--- src/design/usrp_pkg.sv ---
// Shared types, character codes and field codes of the UPS status reply parser.
package usrp_pkg;

  localparam int VALUE_CHARS_DEF = 31;

  // Classified byte queue between front and back
  localparam int QUEUE_DEPTH = 4;
  localparam int QPTR_W      = $clog2(QUEUE_DEPTH);
  localparam int QCNT_W      = $clog2(QUEUE_DEPTH + 1);

  // Character codes
  localparam logic [7:0] CH_HASH  = 8'h23;
  localparam logic [7:0] CH_PLUS  = 8'h2B;
  localparam logic [7:0] CH_MINUS = 8'h2D;
  localparam logic [7:0] CH_DOT   = 8'h2E;
  localparam logic [7:0] CH_ZERO  = 8'h30;
  localparam logic [7:0] CH_NINE  = 8'h39;
  localparam logic [7:0] CH_SPACE = 8'h20;
  localparam logic [7:0] CH_TAB   = 8'h09;
  localparam logic [7:0] CH_CR    = 8'h0D;
  localparam logic [7:0] CASE_BIT = 8'h20;
  localparam logic [7:0] LC_A     = 8'h61;
  localparam logic [7:0] LC_Z     = 8'h7A;

  // Field codes; codes I..R double as the index into the value store
  localparam logic [3:0] CODE_I     = 4'd0;
  localparam logic [3:0] CODE_O     = 4'd1;
  localparam logic [3:0] CODE_L     = 4'd2;
  localparam logic [3:0] CODE_B     = 4'd3;
  localparam logic [3:0] CODE_V     = 4'd4;
  localparam logic [3:0] CODE_T     = 4'd5;
  localparam logic [3:0] CODE_F     = 4'd6;
  localparam logic [3:0] CODE_H     = 4'd7;
  localparam logic [3:0] CODE_R     = 4'd8;
  localparam logic [3:0] CODE_S     = 4'd9;
  localparam logic [3:0] CODE_OTHER = 4'd10;
  localparam logic [3:0] CODE_NONE  = 4'd15;
  localparam int         NUM_VALUES = 9;

  // Status flag byte bits
  localparam logic [7:0] FLAG_ON_BATT  = 8'h40;
  localparam logic [7:0] FLAG_LOW_BATT = 8'h20;
  localparam logic [7:0] FLAG_NO_JUDGE = 8'h48;
  localparam logic [7:0] FLAG_TEST     = 8'h08;

  localparam logic [15:0] SAT16      = 16'hFFFF;
  localparam logic [15:0] TEMP_LIMIT = 16'd9999;
  localparam logic [5:0]  KNOWN_MAX  = 6'd63;
  localparam logic [5:0]  OK_MIN     = 6'd3;

  typedef enum logic [1:0] {
    TK_IGNORE,
    TK_LETTER,
    TK_DATA
  } tok_kind_t;

  typedef enum logic [2:0] {
    CC_SPACE,
    CC_SIGN_POS,
    CC_SIGN_NEG,
    CC_DIGIT,
    CC_DOT,
    CC_OTHER
  } char_class_t;

  typedef enum logic [1:0] {
    NP_START,
    NP_INT,
    NP_FRAC,
    NP_DONE
  } num_phase_t;

  typedef struct packed {
    logic        last;
    logic        hdr_good;
    tok_kind_t   kind;
    logic [3:0]  code;
    logic [7:0]  data;
    char_class_t cls;
    logic [3:0]  digit;
  } token_t;

endpackage

--- src/design/usrp_front.sv ---
// Front end: header check and byte classification into tokens.
module usrp_front (
  input  logic            clk,
  input  logic            rst,
  input  logic            in_valid,
  input  logic [7:0]      rx_byte,
  input  logic            end_of_reply,
  input  logic            q_full,
  output logic            push_valid,
  output usrp_pkg::token_t tok
);
  import usrp_pkg::*;

  logic at_first_byte;
  logic header_good;
  logic hdr_now;
  logic accept;

  function automatic logic [3:0] code_of(input logic [7:0] b);
    logic [3:0] c;
    case (b)
      "I":     c = CODE_I;
      "O":     c = CODE_O;
      "L":     c = CODE_L;
      "B":     c = CODE_B;
      "V":     c = CODE_V;
      "T":     c = CODE_T;
      "F":     c = CODE_F;
      "H":     c = CODE_H;
      "R":     c = CODE_R;
      "S":     c = CODE_S;
      default: c = CODE_OTHER;
    endcase
    return c;
  endfunction

  assign accept     = in_valid && !q_full;
  assign push_valid = in_valid;

  always_comb begin
    hdr_now   = header_good;
    tok.kind  = TK_IGNORE;
    if (at_first_byte) begin
      hdr_now = (rx_byte == CH_HASH);
    end else if (header_good) begin
      if ((rx_byte | CASE_BIT) inside {[LC_A:LC_Z]}) begin
        tok.kind = TK_LETTER;
      end else begin
        tok.kind = TK_DATA;
      end
    end
    tok.last     = end_of_reply;
    tok.hdr_good = hdr_now;
    tok.code     = code_of(rx_byte);
    tok.data     = rx_byte;
    tok.digit    = 4'(rx_byte - CH_ZERO);
    if (rx_byte inside {CH_SPACE, [CH_TAB:CH_CR]}) begin
      tok.cls = CC_SPACE;
    end else if (rx_byte == CH_PLUS) begin
      tok.cls = CC_SIGN_POS;
    end else if (rx_byte == CH_MINUS) begin
      tok.cls = CC_SIGN_NEG;
    end else if (rx_byte inside {[CH_ZERO:CH_NINE]}) begin
      tok.cls = CC_DIGIT;
    end else if (rx_byte == CH_DOT) begin
      tok.cls = CC_DOT;
    end else begin
      tok.cls = CC_OTHER;
    end
  end

  always_ff @(posedge clk) begin
    if (rst) begin
      at_first_byte <= 1'b1;
      header_good   <= 1'b0;
    end else if (accept) begin
      if (end_of_reply) begin
        at_first_byte <= 1'b1;
        header_good   <= 1'b0;
      end else begin
        at_first_byte <= 1'b0;
        header_good   <= hdr_now;
      end
    end
  end

endmodule

--- src/design/usrp_queue.sv ---
// Token queue between front end and field engine.
module usrp_queue (
  input  logic             clk,
  input  logic             rst,
  input  logic             push_valid,
  input  usrp_pkg::token_t push_data,
  output logic             full,
  output logic             pop_valid,
  output usrp_pkg::token_t pop_data,
  input  logic             pop_take
);
  import usrp_pkg::*;

  token_t              slots [QUEUE_DEPTH];
  logic [QPTR_W-1:0]   wr_ptr;
  logic [QPTR_W-1:0]   rd_ptr;
  logic [QCNT_W-1:0]   count;
  logic                push;
  logic                pop;

  assign full      = (count == QCNT_W'(QUEUE_DEPTH));
  assign pop_valid = (count != '0);
  assign push      = push_valid && !full;
  assign pop       = pop_valid && pop_take;
  assign pop_data  = slots[rd_ptr];

  always_ff @(posedge clk) begin
    if (push) begin
      slots[wr_ptr] <= push_data;
    end
  end

  always_ff @(posedge clk) begin
    if (rst) begin
      wr_ptr <= '0;
      rd_ptr <= '0;
      count  <= '0;
    end else begin
      if (push) begin
        wr_ptr <= (wr_ptr == QPTR_W'(QUEUE_DEPTH - 1)) ? '0 : wr_ptr + 1'b1;
      end
      if (pop) begin
        rd_ptr <= (rd_ptr == QPTR_W'(QUEUE_DEPTH - 1)) ? '0 : rd_ptr + 1'b1;
      end
      case ({push, pop})
        2'b10:   count <= count + 1'b1;
        2'b01:   count <= count - 1'b1;
        default: count <= count;
      endcase
    end
  end

endmodule

--- src/design/usrp_back.sv ---
// Field engine: number parsing, field store, reply finish and result register.
module usrp_back #(
  parameter int VALUE_CHARS = usrp_pkg::VALUE_CHARS_DEF
) (
  input  logic              clk,
  input  logic              rst,
  input  logic              pop_valid,
  input  usrp_pkg::token_t  pop_data,
  output logic              pop_take,
  output logic              out_valid,
  input  logic              out_stall,
  output logic              parse_ok,
  output logic [15:0]       in_volt_tenths,
  output logic [15:0]       out_volt_tenths,
  output logic [15:0]       load_pct,
  output logic [15:0]       charge_pct,
  output logic [15:0]       batt_volt_tenths,
  output logic signed [14:0] temperature,
  output logic [15:0]       in_freq_tenths,
  output logic [15:0]       out_freq_tenths,
  output logic [15:0]       runtime_min,
  output logic [3:0]        present_mask,
  output logic [5:0]        power_state
);
  import usrp_pkg::*;

  localparam int LEN_W = $clog2(VALUE_CHARS + 1);

  // Parser state
  logic [3:0]       open_code, open_code_next;
  logic             seen_input_freq, seen_input_freq_next;
  logic [15:0]      int_accum, int_accum_next;
  logic [3:0]       frac_digit, frac_digit_next;
  num_phase_t       number_phase, number_phase_next;
  logic             negative_value, negative_value_next;
  logic [LEN_W-1:0] value_length, value_length_next;
  logic [7:0]       flag_byte, flag_byte_next;
  logic [5:0]       known_count, known_count_next;
  logic [15:0]      field_values [NUM_VALUES];
  logic [15:0]      field_values_next [NUM_VALUES];
  logic [3:0]       presence_bits, presence_bits_next;
  logic             fin_pend, fin_pend_next;
  logic             fin_hdr, fin_hdr_next;

  // Finished reply snapshot
  logic             snap_valid, snap_valid_next;
  logic             snap_ok, snap_ok_next;
  logic [15:0]      snap_fv [NUM_VALUES];
  logic [15:0]      snap_fv_next [NUM_VALUES];
  logic [3:0]       snap_pres, snap_pres_next;
  logic [7:0]       snap_flag, snap_flag_next;

  // Field close values
  logic [19:0]      tenths_wide;
  logic [15:0]      tenths_val;
  logic [15:0]      int_val;
  logic [15:0]      temp_mag;
  logic [15:0]      temp_val;
  logic [15:0]      fv_closed [NUM_VALUES];
  logic [5:0]       known_closed;
  logic [3:0]       pres_closed;
  logic             seen_closed;
  logic [7:0]       flag_closed;
  logic [19:0]      accum_wide;

  logic             take;
  logic             fin_do;
  logic             load;
  logic             snap_free;

  // Result stage
  logic [20:0]      iv_x2, ov_x2, ov_x20, iv_x19, iv_x21, iv_x3;
  logic [5:0]       ps;

  assign pop_take  = !fin_pend;
  assign take      = pop_valid && !fin_pend;
  assign load      = snap_valid && (!out_valid || !out_stall);
  assign snap_free = !snap_valid || load;
  assign fin_do    = fin_pend && snap_free;

  // Value of the open field when it closes
  always_comb begin
    tenths_wide = ({4'd0, int_accum} << 3) + ({4'd0, int_accum} << 1) + 20'(frac_digit);
    if (negative_value) begin
      tenths_val = '0;
    end else if (tenths_wide > 20'(SAT16)) begin
      tenths_val = SAT16;
    end else begin
      tenths_val = tenths_wide[15:0];
    end
    int_val  = negative_value ? '0 : int_accum;
    temp_mag = (int_accum > TEMP_LIMIT) ? TEMP_LIMIT : int_accum;
    temp_val = negative_value ? 16'(16'd0 - temp_mag) : temp_mag;

    fv_closed    = field_values;
    known_closed = known_count;
    pres_closed  = presence_bits;
    seen_closed  = seen_input_freq;
    flag_closed  = flag_byte;
    if (open_code <= CODE_S) begin
      if (known_count < KNOWN_MAX) begin
        known_closed = known_count + 1'b1;
      end
      case (open_code)
        CODE_I, CODE_O, CODE_V, CODE_F, CODE_H: fv_closed[open_code] = tenths_val;
        CODE_L, CODE_B, CODE_R:                 fv_closed[open_code] = int_val;
        CODE_T:                                 fv_closed[open_code] = temp_val;
        default: begin
          if (value_length == '0) begin
            flag_closed = '0;
          end
        end
      endcase
      if (open_code == CODE_T) pres_closed[0] = 1'b1;
      if (open_code == CODE_V) pres_closed[1] = 1'b1;
      if (open_code == CODE_H) pres_closed[2] = 1'b1;
      if (open_code == CODE_R) pres_closed[3] = 1'b1;
      if (open_code == CODE_F) seen_closed    = 1'b1;
    end
  end

  // Next state of the engine
  always_comb begin
    open_code_next       = open_code;
    seen_input_freq_next = seen_input_freq;
    int_accum_next       = int_accum;
    frac_digit_next      = frac_digit;
    number_phase_next    = number_phase;
    negative_value_next  = negative_value;
    value_length_next    = value_length;
    flag_byte_next       = flag_byte;
    known_count_next     = known_count;
    field_values_next    = field_values;
    presence_bits_next   = presence_bits;
    fin_pend_next        = fin_pend;
    fin_hdr_next         = fin_hdr;
    snap_valid_next      = snap_valid && !load;
    snap_ok_next         = snap_ok;
    snap_fv_next         = snap_fv;
    snap_pres_next       = snap_pres;
    snap_flag_next       = snap_flag;

    accum_wide = ({4'd0, int_accum} << 3) + ({4'd0, int_accum} << 1) + 20'(pop_data.digit);

    if (fin_do) begin
      // Close the last field, hand the reply over, clear for the next one
      snap_valid_next      = 1'b1;
      snap_ok_next         = fin_hdr && (known_closed >= OK_MIN);
      snap_fv_next         = fv_closed;
      snap_pres_next       = pres_closed;
      snap_flag_next       = flag_closed;
      fin_pend_next        = 1'b0;
      fin_hdr_next         = 1'b0;
      open_code_next       = CODE_NONE;
      seen_input_freq_next = 1'b0;
      int_accum_next       = '0;
      frac_digit_next      = '0;
      number_phase_next    = NP_START;
      negative_value_next  = 1'b0;
      value_length_next    = '0;
      flag_byte_next       = '0;
      known_count_next     = '0;
      presence_bits_next   = '0;
      for (int k = 0; k < NUM_VALUES; k++) begin
        field_values_next[k] = '0;
      end
    end else if (take) begin
      case (pop_data.kind)
        TK_LETTER: begin
          field_values_next    = fv_closed;
          known_count_next     = known_closed;
          presence_bits_next   = pres_closed;
          seen_input_freq_next = seen_closed;
          flag_byte_next       = flag_closed;
          open_code_next       = (pop_data.code == CODE_F && seen_closed) ? CODE_H
                                                                          : pop_data.code;
          int_accum_next       = '0;
          frac_digit_next      = '0;
          number_phase_next    = NP_START;
          negative_value_next  = 1'b0;
          value_length_next    = '0;
        end
        TK_DATA: begin
          if (value_length < LEN_W'(VALUE_CHARS)) begin
            if (open_code == CODE_S && value_length == '0) begin
              flag_byte_next = pop_data.data;
            end
            value_length_next = value_length + 1'b1;
            if (number_phase == NP_START && pop_data.cls == CC_SPACE) begin
              number_phase_next = NP_START;
            end else if (number_phase == NP_START &&
                         (pop_data.cls == CC_SIGN_POS || pop_data.cls == CC_SIGN_NEG)) begin
              negative_value_next = (pop_data.cls == CC_SIGN_NEG);
              number_phase_next   = NP_INT;
            end else if ((number_phase == NP_START || number_phase == NP_INT) &&
                         pop_data.cls == CC_DIGIT) begin
              int_accum_next    = (accum_wide > 20'(SAT16)) ? SAT16 : accum_wide[15:0];
              number_phase_next = NP_INT;
            end else if ((number_phase == NP_START || number_phase == NP_INT) &&
                         pop_data.cls == CC_DOT) begin
              number_phase_next = NP_FRAC;
            end else if (number_phase == NP_FRAC && pop_data.cls == CC_DIGIT) begin
              frac_digit_next   = pop_data.digit;
              number_phase_next = NP_DONE;
            end else begin
              number_phase_next = NP_DONE;
            end
          end
        end
        default: begin
        end
      endcase
      if (pop_data.last) begin
        fin_pend_next = 1'b1;
        fin_hdr_next  = pop_data.hdr_good;
      end
    end
  end

  always_ff @(posedge clk) begin
    if (rst) begin
      open_code       <= CODE_NONE;
      seen_input_freq <= 1'b0;
      int_accum       <= '0;
      frac_digit      <= '0;
      number_phase    <= NP_START;
      negative_value  <= 1'b0;
      value_length    <= '0;
      flag_byte       <= '0;
      known_count     <= '0;
      field_values    <= '{default: '0};
      presence_bits   <= '0;
      fin_pend        <= 1'b0;
      fin_hdr         <= 1'b0;
      snap_valid      <= 1'b0;
    end else begin
      open_code       <= open_code_next;
      seen_input_freq <= seen_input_freq_next;
      int_accum       <= int_accum_next;
      frac_digit      <= frac_digit_next;
      number_phase    <= number_phase_next;
      negative_value  <= negative_value_next;
      value_length    <= value_length_next;
      flag_byte       <= flag_byte_next;
      known_count     <= known_count_next;
      field_values    <= field_values_next;
      presence_bits   <= presence_bits_next;
      fin_pend        <= fin_pend_next;
      fin_hdr         <= fin_hdr_next;
      snap_valid      <= snap_valid_next;
    end
  end

  always_ff @(posedge clk) begin
    snap_ok   <= snap_ok_next;
    snap_fv   <= snap_fv_next;
    snap_pres <= snap_pres_next;
    snap_flag <= snap_flag_next;
  end

  // Power state: trim below 0.95, boost below 1.5 above 1.05, nothing under 0.5
  always_comb begin
    iv_x2  = {4'd0, snap_fv[CODE_I], 1'b0};
    ov_x2  = {4'd0, snap_fv[CODE_O], 1'b0};
    ov_x20 = ({5'd0, snap_fv[CODE_O]} << 4) + ({5'd0, snap_fv[CODE_O]} << 2);
    iv_x19 = ({5'd0, snap_fv[CODE_I]} << 4) + ({5'd0, snap_fv[CODE_I]} << 1)
           + {5'd0, snap_fv[CODE_I]};
    iv_x21 = ({5'd0, snap_fv[CODE_I]} << 4) + ({5'd0, snap_fv[CODE_I]} << 2)
           + {5'd0, snap_fv[CODE_I]};
    iv_x3  = iv_x2 + {5'd0, snap_fv[CODE_I]};
    ps = '0;
    ps[0] = (snap_flag & FLAG_ON_BATT) != '0;
    ps[1] = (snap_flag & FLAG_LOW_BATT) != '0;
    if ((snap_flag & FLAG_NO_JUDGE) == '0) begin
      if (ov_x2 < {5'd0, snap_fv[CODE_I]}) begin
        ps[2] = 1'b0;
      end else if (ov_x20 < iv_x19) begin
        ps[2] = 1'b1;
      end else if (ov_x20 < iv_x21) begin
        ps[3] = 1'b0;
      end else if (ov_x2 < iv_x3) begin
        ps[3] = 1'b1;
      end
    end
    ps[4] = (snap_flag & FLAG_TEST) != '0;
    ps[5] = (snap_flag == '0);
  end

  always_ff @(posedge clk) begin
    if (rst) begin
      out_valid <= 1'b0;
    end else if (load) begin
      out_valid <= 1'b1;
    end else if (!out_stall) begin
      out_valid <= 1'b0;
    end
  end

  always_ff @(posedge clk) begin
    if (load) begin
      parse_ok         <= snap_ok;
      in_volt_tenths   <= snap_ok ? snap_fv[CODE_I] : '0;
      out_volt_tenths  <= snap_ok ? snap_fv[CODE_O] : '0;
      load_pct         <= snap_ok ? snap_fv[CODE_L] : '0;
      charge_pct       <= snap_ok ? snap_fv[CODE_B] : '0;
      batt_volt_tenths <= snap_ok ? snap_fv[CODE_V] : '0;
      temperature      <= snap_ok ? snap_fv[CODE_T][14:0] : '0;
      in_freq_tenths   <= snap_ok ? snap_fv[CODE_F] : '0;
      out_freq_tenths  <= snap_ok ? snap_fv[CODE_H] : '0;
      runtime_min      <= snap_ok ? snap_fv[CODE_R] : '0;
      present_mask     <= snap_ok ? snap_pres : '0;
      power_state      <= snap_ok ? ps : '0;
    end
  end

  a_fin_holds: assert property (@(posedge clk) disable iff (rst)
    fin_pend && !snap_free |=> fin_pend)
    else $error("finish request dropped while snapshot busy");

  a_fin_clears: assert property (@(posedge clk) disable iff (rst)
    fin_do |=> snap_valid && open_code == CODE_NONE && known_count == '0)
    else $error("reply finish did not hand over and clear");

  a_snap_holds: assert property (@(posedge clk) disable iff (rst)
    snap_valid && !load |=> snap_valid && $stable(snap_ok))
    else $error("snapshot lost before result register took it");

  a_out_drains: assert property (@(posedge clk) disable iff (rst)
    out_valid && !out_stall && !load |=> !out_valid)
    else $error("result shown twice");

endmodule

--- src/design/ups_status_reply_parser.sv ---
// Top level of the UPS status reply parser: front end, token queue, field engine.
//
// Usage:
//   Input channel (in_valid / in_stall): one reply byte per transfer, rx_byte, with
//   end_of_reply high on the final byte. The reply must open with '#'.
//   Output channel (out_valid / out_stall): one result per reply, carrying parse_ok,
//   the field values, present_mask and power_state. All fields read 0 on a failed parse.
//   Throughput: one byte per cycle while in_stall is low. After the final byte of a
//   reply the field engine takes no token until it has closed the open field and
//   handed the reply over. The final byte passes the queue write, the engine, the
//   finish/snapshot and the result register before the result shows on out_valid.
//   A four-entry token queue parts the front end from the engine; in_stall rises
//   only when that queue is full. While the receiver holds out_stall, one finished
//   reply waits in the result register and a second in the snapshot; bytes keep
//   flowing until the queue fills behind a third finished reply.
//   Reset (rst, synchronous): empties the queue, drops any partial reply and any
//   waiting result, and expects the first byte of a new reply.
module ups_status_reply_parser #(
  parameter int VALUE_CHARS = usrp_pkg::VALUE_CHARS_DEF
) (
  input  logic              clk,
  input  logic              rst,
  input  logic              in_valid,
  output logic              in_stall,
  input  logic [7:0]        rx_byte,
  input  logic              end_of_reply,
  output logic              out_valid,
  input  logic              out_stall,
  output logic              parse_ok,
  output logic [15:0]       in_volt_tenths,
  output logic [15:0]       out_volt_tenths,
  output logic [15:0]       load_pct,
  output logic [15:0]       charge_pct,
  output logic [15:0]       batt_volt_tenths,
  output logic signed [14:0] temperature,
  output logic [15:0]       in_freq_tenths,
  output logic [15:0]       out_freq_tenths,
  output logic [15:0]       runtime_min,
  output logic [3:0]        present_mask,
  output logic [5:0]        power_state
);
  import usrp_pkg::*;

  // Front end to queue
  logic   push_valid;
  token_t push_tok;
  logic   q_full;

  // Queue to engine
  logic   pop_valid;
  token_t pop_tok;
  logic   pop_take;

  // Stall the sender only on a full queue
  assign in_stall = q_full;

  usrp_front u_front (
    .clk          (clk),
    .rst          (rst),
    .in_valid     (in_valid),
    .rx_byte      (rx_byte),
    .end_of_reply (end_of_reply),
    .q_full       (q_full),
    .push_valid   (push_valid),
    .tok          (push_tok)
  );

  usrp_queue u_queue (
    .clk        (clk),
    .rst        (rst),
    .push_valid (push_valid),
    .push_data  (push_tok),
    .full       (q_full),
    .pop_valid  (pop_valid),
    .pop_data   (pop_tok),
    .pop_take   (pop_take)
  );

  // Engine parses values, finishes replies and owns the result register
  usrp_back #(
    .VALUE_CHARS (VALUE_CHARS)
  ) u_back (
    .clk              (clk),
    .rst              (rst),
    .pop_valid        (pop_valid),
    .pop_data         (pop_tok),
    .pop_take         (pop_take),
    .out_valid        (out_valid),
    .out_stall        (out_stall),
    .parse_ok         (parse_ok),
    .in_volt_tenths   (in_volt_tenths),
    .out_volt_tenths  (out_volt_tenths),
    .load_pct         (load_pct),
    .charge_pct       (charge_pct),
    .batt_volt_tenths (batt_volt_tenths),
    .temperature      (temperature),
    .in_freq_tenths   (in_freq_tenths),
    .out_freq_tenths  (out_freq_tenths),
    .runtime_min      (runtime_min),
    .present_mask     (present_mask),
    .power_state      (power_state)
  );

endmodule

--- config.mk ---
export PLATFORM = sky130hd
export DESIGN_NAME = ups_status_reply_parser
export DESIGN_NICKNAME = d
export VERILOG_FILES = /design/src/design/usrp_pkg.sv /design/src/design/usrp_front.sv /design/src/design/usrp_queue.sv /design/src/design/usrp_back.sv /design/src/design/ups_status_reply_parser.sv
export SDC_FILE = /design/constraint.sdc
export NUM_CORES = 1
export LEC_CHECK = 0
export ABC_AREA = 1
export BUFFER_PORTS_ARGS = -buffer_cell sky130_fd_sc_hd__buf_2
export CAP_MARGIN = 10
export CELL_PAD_IN_SITES_DETAIL_PLACEMENT = 0
export CELL_PAD_IN_SITES_GLOBAL_PLACEMENT = 1
export CORE_UTILIZATION = 30
export DETAILED_ROUTE_END_ITERATION = 6
export PLACE_DENSITY_LB_ADDON = 0.1
export SYNTH_ARGS = -nofsm -noshare
export SYNTH_HDL_FRONTEND = slang
export SYNTH_SLANG_ARGS = --single-unit
--- constraint.sdc ---
create_clock -name clk -period 21.4 [get_ports clk]
set_input_delay 0 -clock clk [delete_from_list [all_inputs] [get_ports clk]]
set_output_delay 0 -clock clk [all_outputs]
set_load 0.03 [all_outputs]
* Word-level counts from Yosys, hierarchy flattened
Memory sizes are Yosys's and may differ from the RTL's. A register that Yosys moved wholly into a read port is not among the register bits.
Index checks and enable logic that the tools add are counted.
** Storage, ports and cells
- Logic and storage cells :: 269
- Memories kept :: 1
- Memory bits (read-only) :: 0
- Bits in registers :: 518
- Output and inout bits :: 156
- Input bits :: 13
- Latch bits :: 0
- Memory bits (writable) :: 92
** Memory list
- u_queue.slots :: words 4, bits a word 23, rd ports 1, clocked after memory_dff 1, wr ports 1, RTL line usrp_queue.sv:14 : token_t slots [QUEUE_DEPTH];
** Operators by class
- Add/subtract/negate cells :: 17
- Div/mod/pow operators :: 0
- $lt $le $gt $ge :: 19
- Mux-type cells :: 77
- Reduce and logical (&&, ||, !) cells :: 50
- Eq/ne operators :: 48
- Bitwise operators :: 3
- Shift operators :: 0
- Multiply operators :: 0
** Operator list (count)
- 144-bit bitwise mux :: 3
- 144-bit one-hot mux with 3 select lines :: 1
- 16-bit two-way mux :: 11
- 144-bit two-way mux :: 1
- 8-bit by 7-bit == test with 1-bit output, second input constant :: 10
- 16-bit demux with 4-bit select :: 1
- 20-bit by 18-bit adder with 21-bit output :: 2
- 21-bit by 16-bit adder with 21-bit output :: 2
- 21-bit less-than comparator :: 2
- 20-bit by 4-bit adder with 20-bit output :: 2
- 8-bit by 6-bit == test with 1-bit output, second input constant :: 5
- 20-bit by 16-bit > comparator with 1-bit output, second input constant :: 2
- 8-bit two-way mux :: 5
- 4-bit one-hot mux with 10 select lines :: 1
- 4-bit two-way mux :: 8
- 16-bit one-hot mux with 2 select lines :: 1
- 2-bit two-way mux :: 11
- 20-bit by 17-bit adder with 21-bit output :: 1
- 17-bit by 21-bit less-than comparator with 1-bit output :: 1
- 1-bit two-way mux :: 21
- 19-bit by 17-bit adder with 20-bit output :: 1
- 4-bit by 3-bit == test with 1-bit output, second input constant :: 5
- 17-bit by 16-bit adder with 18-bit output :: 1
- 1-bit logical AND :: 17
- 61 further kinds :: 99

* Depth between registers and ports, before layout
- Word-level depth :: 9
- Depth in mapped cells :: 24

* By module
From an unflattened synthesis, not the netlist that was laid out.
** Unflattened totals
- Cells, all modules :: 3669
- Area, all modules :: 32102.0 µm²
** Modules (own cells, without submodules)
- usrp_back :: sequential area each 13272.7 µm², area an instance 27568.9 µm², cells an instance 3270, instances 1
- usrp_queue :: sequential area each 2942.8 µm², area an instance 3937.5 µm², cells an instance 293, instances 1
- usrp_front :: sequential area each 40.0 µm², area an instance 595.6 µm², cells an instance 106, instances 1

* Worst setup path after synthesis
No wires, ideal clock.
- Kind :: register -> register
- Start :: reg u_back.snap_valid
- End :: reg u_back.batt_volt_tenths[0], enable pin
- Required time :: 20.682 ns
- Library setup time :: 0.718 ns
- Cell stages (with the launch flop) :: 3
- Setup slack :: 12.920 ns
- Arrival :: 7.762 ns
- Cells stage by stage :: dfxtp_1 -> inv_1 -> a21oi_1
** Between the ends
- Longest elaborated chain between the ends :: 1
** Ends and longest elaborated chain
- from (decl) :: RTL line usrp_back.sv:46 : logic snap_valid, snap_valid_next;
- from (signal assigned) :: RTL line usrp_back.sv:250 : snap_valid <= snap_valid_next;
- 1-bit logical AND :: RTL line usrp_back.sv:77 : assign load = snap_valid && (!out_valid || !out_stall);
- via u_back.load :: RTL line usrp_back.sv:68 : logic load;
- to (signal assigned) :: RTL line usrp_back.sv:306 : batt_volt_tenths <= snap_ok ? snap_fv[CODE_V] : '0;
- to (decl) :: RTL line usrp_back.sv:17 : output logic [15:0] batt_volt_tenths,
The timed path passes the listed nets, and every way through them passes these cells.
A chain may end at the register's enable or synchronous reset.

* Worst setup path in the final report
- Start :: reg u_back.snap_fv (netlist bit u_back.iv_x2[3])
- End :: reg u_back.power_state[3] (data pin)
** Between the ends
- Longest elaborated chain between the ends :: 4
- Elaborated cells between the ends (all ways) :: 11
** Ends and longest elaborated chain
- from (decl) :: RTL line usrp_back.sv:48 : logic [15:0] snap_fv [NUM_VALUES];
- from (signal assigned) :: RTL line usrp_back.sv:256 : snap_fv <= snap_fv_next;
- 20-bit by 18-bit adder with 21-bit output or 20-bit by 17-bit adder with 21-bit output (tied branches) :: RTL line usrp_back.sv:268, usrp_back.sv:266
- 21-bit by 16-bit adder with 21-bit output (on tied branches) :: RTL line usrp_back.sv:269, usrp_back.sv:267
- 21-bit less-than comparator (on tied branches) :: RTL line usrp_back.sv:279, usrp_back.sv:277
- 5-bit OR reduction (no line)
- to (signal assigned) :: RTL line usrp_back.sv:312 : power_state <= snap_ok ? ps : '0;
- to (decl) :: RTL line usrp_back.sv:23 : output logic [5:0] power_state
Parallel ways exist; a longest one is shown, timed or not.

==> impl_metrics.tcl <==
set metrics [dict create \
    yosysTopAreaCellShare_pct 35.8 \
    grt_max_degree 108 \
    dr.first_iter.drc_count 1253 \
    via_per_inst 4.47 \
    ys_dominant_reg_cell "edfxtp_1" \
    grt_overflow 0 \
    regArea_mm2 0.0158 \
    cts-htree-levels 3 \
    fin_tns_setup_ps 0 \
    async_flop_share_pct 0 \
    peakVddDrop_mv 0.0638 \
    maxSlewHeadroom_pct 26.2 \
    drt_wl_total_um 88300 \
    synth_cell_type_count 62 \
    syn_inst 3667 \
    stdcell_area_mm2 0.0374 \
    first_pass_iters 7 \
    drive_above_1_share_pct 16.0 \
    ys_seq_area_share_pct 48.7 \
    multi_input_area_mm2 0.0135 \
    clk_latency_ps 640 \
    avgSynthCellArea_um2 8.83 \
    cts_made_buffers 77 \
    cts.sinks 595 \
    synth_seq_cells 595 \
    required_ps 21770 \
    dpl_worst_slack_ps 16460 \
    cp.arrival_ps 5250 \
    cts_root_buffer "clkbuf_16" \
    dieArea_mm2 0.109 \
    globalplace.congestion 0.805 \
    drv_slew 0 \
    status "finished, final reports clean" \
    netlist_area_mm2 0.0324 \
    cts_resized 0 \
    finalSetupViolCount 0 \
    synth_warnings 0 \
    grt_pass1_vias 23600 \
    grt_antenna_before_repair 2 \
    finalNetCount 4050 \
    synth-edff-count 386 \
    grt_pass1_wl_um 136000 \
    crit_path_max_fanout 10 \
    finalClockSkew_ps 26.4 \
    period_needed_ps 4880 \
    clk_pin_slew_ps 60 \
    die_w_um 330 \
    maxCapViolations 0 \
    core_mm2 0.107 \
    final.setup.worst_slack_ps 16520 \
    placed_area_mm2 0.0347 \
    synth_nets 3881 \
    cellPowerDensity_mw_per_mm2 146 \
    hp-class "input port to flop" \
    io_pins 169 \
    initial_core_util_pct 30.2 \
    period_share_pct 22.8 \
    track_usage_pct 16.2 \
    cts_setup_buffers 0 \
    crit_path_start_kind "flop" \
    place.port_buffers 168 \
    vias 23700 \
    dpl.hpwl_um 62300 \
    setup.worst_path.end_class "flop" \
    tightest_slew_ps 1110 \
    cts_tree "yes" \
    critPathKind "flop to flop" \
    p_leak_nw 17.7 \
    post_drt_wl_per_cell_um 16.6 \
    r2r_slack_ps 16520 \
    hold_slack_ps 145 \
    finalHoldViolations 0 \
    areaGrowthSynthToFinish_pct 15.5 \
    synth_area_leader_cell "edfxtp_1" \
    synth.area.top_cells "edfxtp_1, dfxtp_1, inv_1, nand2_1, ha_1" \
    rsz0062_at_grt "false" \
    ctsLongestPathBuffers 3 \
    clock.fmax_mhz 205 \
    die_h_um 330 \
    rows 120 \
    p_total_mw 5.47 \
    nFillCells 11100 \
    antenna_left 0 \
    drc_errors 0 \
]
what timing repair did:
action                                  in CTS  in global routing
endpoints found under the hold margin       63                  0
hold buffers                                13                  0
endpoints found under the setup margin       0                  0
worst paths after layout:
check,startpoint,endpoint,cells after the start
worst max register to register,u_back.iv_x2[3]$_DFFE_PP_,u_back.power_state[3]$_SDFFCE_PP0P_,21
worst min register to register,u_back.presence_bits[0]$_SDFFE_PP0P_,u_back.presence_bits[0]$_SDFFE_PP0P_,2
worst max-delay path,u_back.iv_x2[3]$_DFFE_PP_,u_back.power_state[3]$_SDFFCE_PP0P_,21
worst min-delay path,rx_byte[5],u_queue.slots[1][12]$_DFFE_PP_,2
flip-flops by register name (all words and copies together) (netlist names), 6 cells and up, named ones only:
signal and cells:
u_back.load_pct 16, u_back.ov_x2 16, u_back.snap_flag 8, u_back.temperature 15, u_back.in_freq_tenths 16, u_back.out_volt_tenths 16, u_back.flag_byte 8, u_back.out_freq_tenths 16
u_back.in_volt_tenths 16, u_queue.slots 76, u_back.snap_fv 111, u_back.batt_volt_tenths 16, u_back.power_state 6, u_back.charge_pct 16, u_back.field_values 143, u_back.runtime_min 16
u_back.iv_x2 16, u_back.int_accum 16, u_back.known_count 6
where the power goes:
| group | switching (mW) | internal (mW) |
|---|---|---|
| clock | 0.524 | 0.764 |
| sequential | 0.175 | 1.60 |
| combinational | 1.56 | 0.851 |
| total | 2.26 | 3.22 |
per-layer routing:
layer / up-vias / track usage, % / routed length [µm]
li1: 12200 / - / -
met1: 11100 / 21.6 / 41500
met2: 293 / 27.4 / 42500
met3: 106 / 2.32 / 2420
met4: 2 / 4.23 / 1840
met5: - / 0 / 14
synthesized netlist by cell type (33+ instances only):
cell and instances:
a21oi_1 266, a21oi_2 51, clkbuf_1 104, dfxtp_1 209
edfxtp_1 386, fa_1 33, ha_1 168, inv_1 680
nand2_1 597, nand2_2 154, nand3_1 87, nor2_1 273
nor3_1 35, o21ai_0 281, xor2_1 76
worst max-delay path, cell delays in order (launching register included):
cell and delay, ps:
edfxtp_1 610, ha_1 400, ha_1 230, inv_1 90, fa_1 400, o31ai_1 520, a21oi_1 120, o21ai_0 390
nand3_1 140, o2111ai_1 160, nand3_1 110, nand2_1 110, xor2_1 160, ha_1 260, nand2_1 70, inv_1 40
nor2_1 80, nor2_1 40, a2111oi_0 360, nand3_1 180, nand4_1 120, nor2_1 50
cells by family (layout without fill, tap and decap cells):
logic type / count (synthesis) / in the layout / share of synthesized area (%)
buf+inv: 815 / 1049 / 9.66
other cells: 0 / 1 / 0
simple gates: 1270 / 1270 / 18.4
xor+xnor: 94 / 94 / 2.54
mux: 2 / 2 / 0.0619
flops: 595 / 595 / 48.7
compound gates: 690 / 690 / 12.0
fa+ha+maj: 201 / 201 / 8.54
cells in the final DEF, fill, tap and decap left out, drive strengths merged, types with 36 or more instances in the layout:
| cell type | count |
|---|---|
| edfxtp | 386 |
| xor2 | 76 |
| nand2 | 771 |
| nor2 | 289 |
| inv | 696 |
| a21oi | 317 |
| ha | 168 |
| buf | 200 |
| nor3 | 36 |
| o21ai | 282 |
| clkbuf | 100 |
| dfxtp | 209 |
| nand3 | 105 |
per-stage QoR:
step | util, % | std cells
global placement | 32.4 | 5147
finish | 34.9 | 5305
detailed placement | 32.4 | 5147
CTS | 34.9 | 5304
global route | 34.9 | 5304
floorplan | - | 3667
cell type report:
| cell class | count | area share, % |
|---|---|---|
| clock buffers | 100 | 5.66 |
| multi-input cells | 2257 | 36.1 |
| clock inverters | 44 | 1.11 |
| diodes | 1 | 0.00669 |
| repair buffers | 213 | 3.24 |
| flip-flops and latches | 595 | 42.2 |
| well taps | 1403 | 4.69 |
| inverters | 692 | 6.98 |
Note: power is estimated with default switching activity, not from simulation.
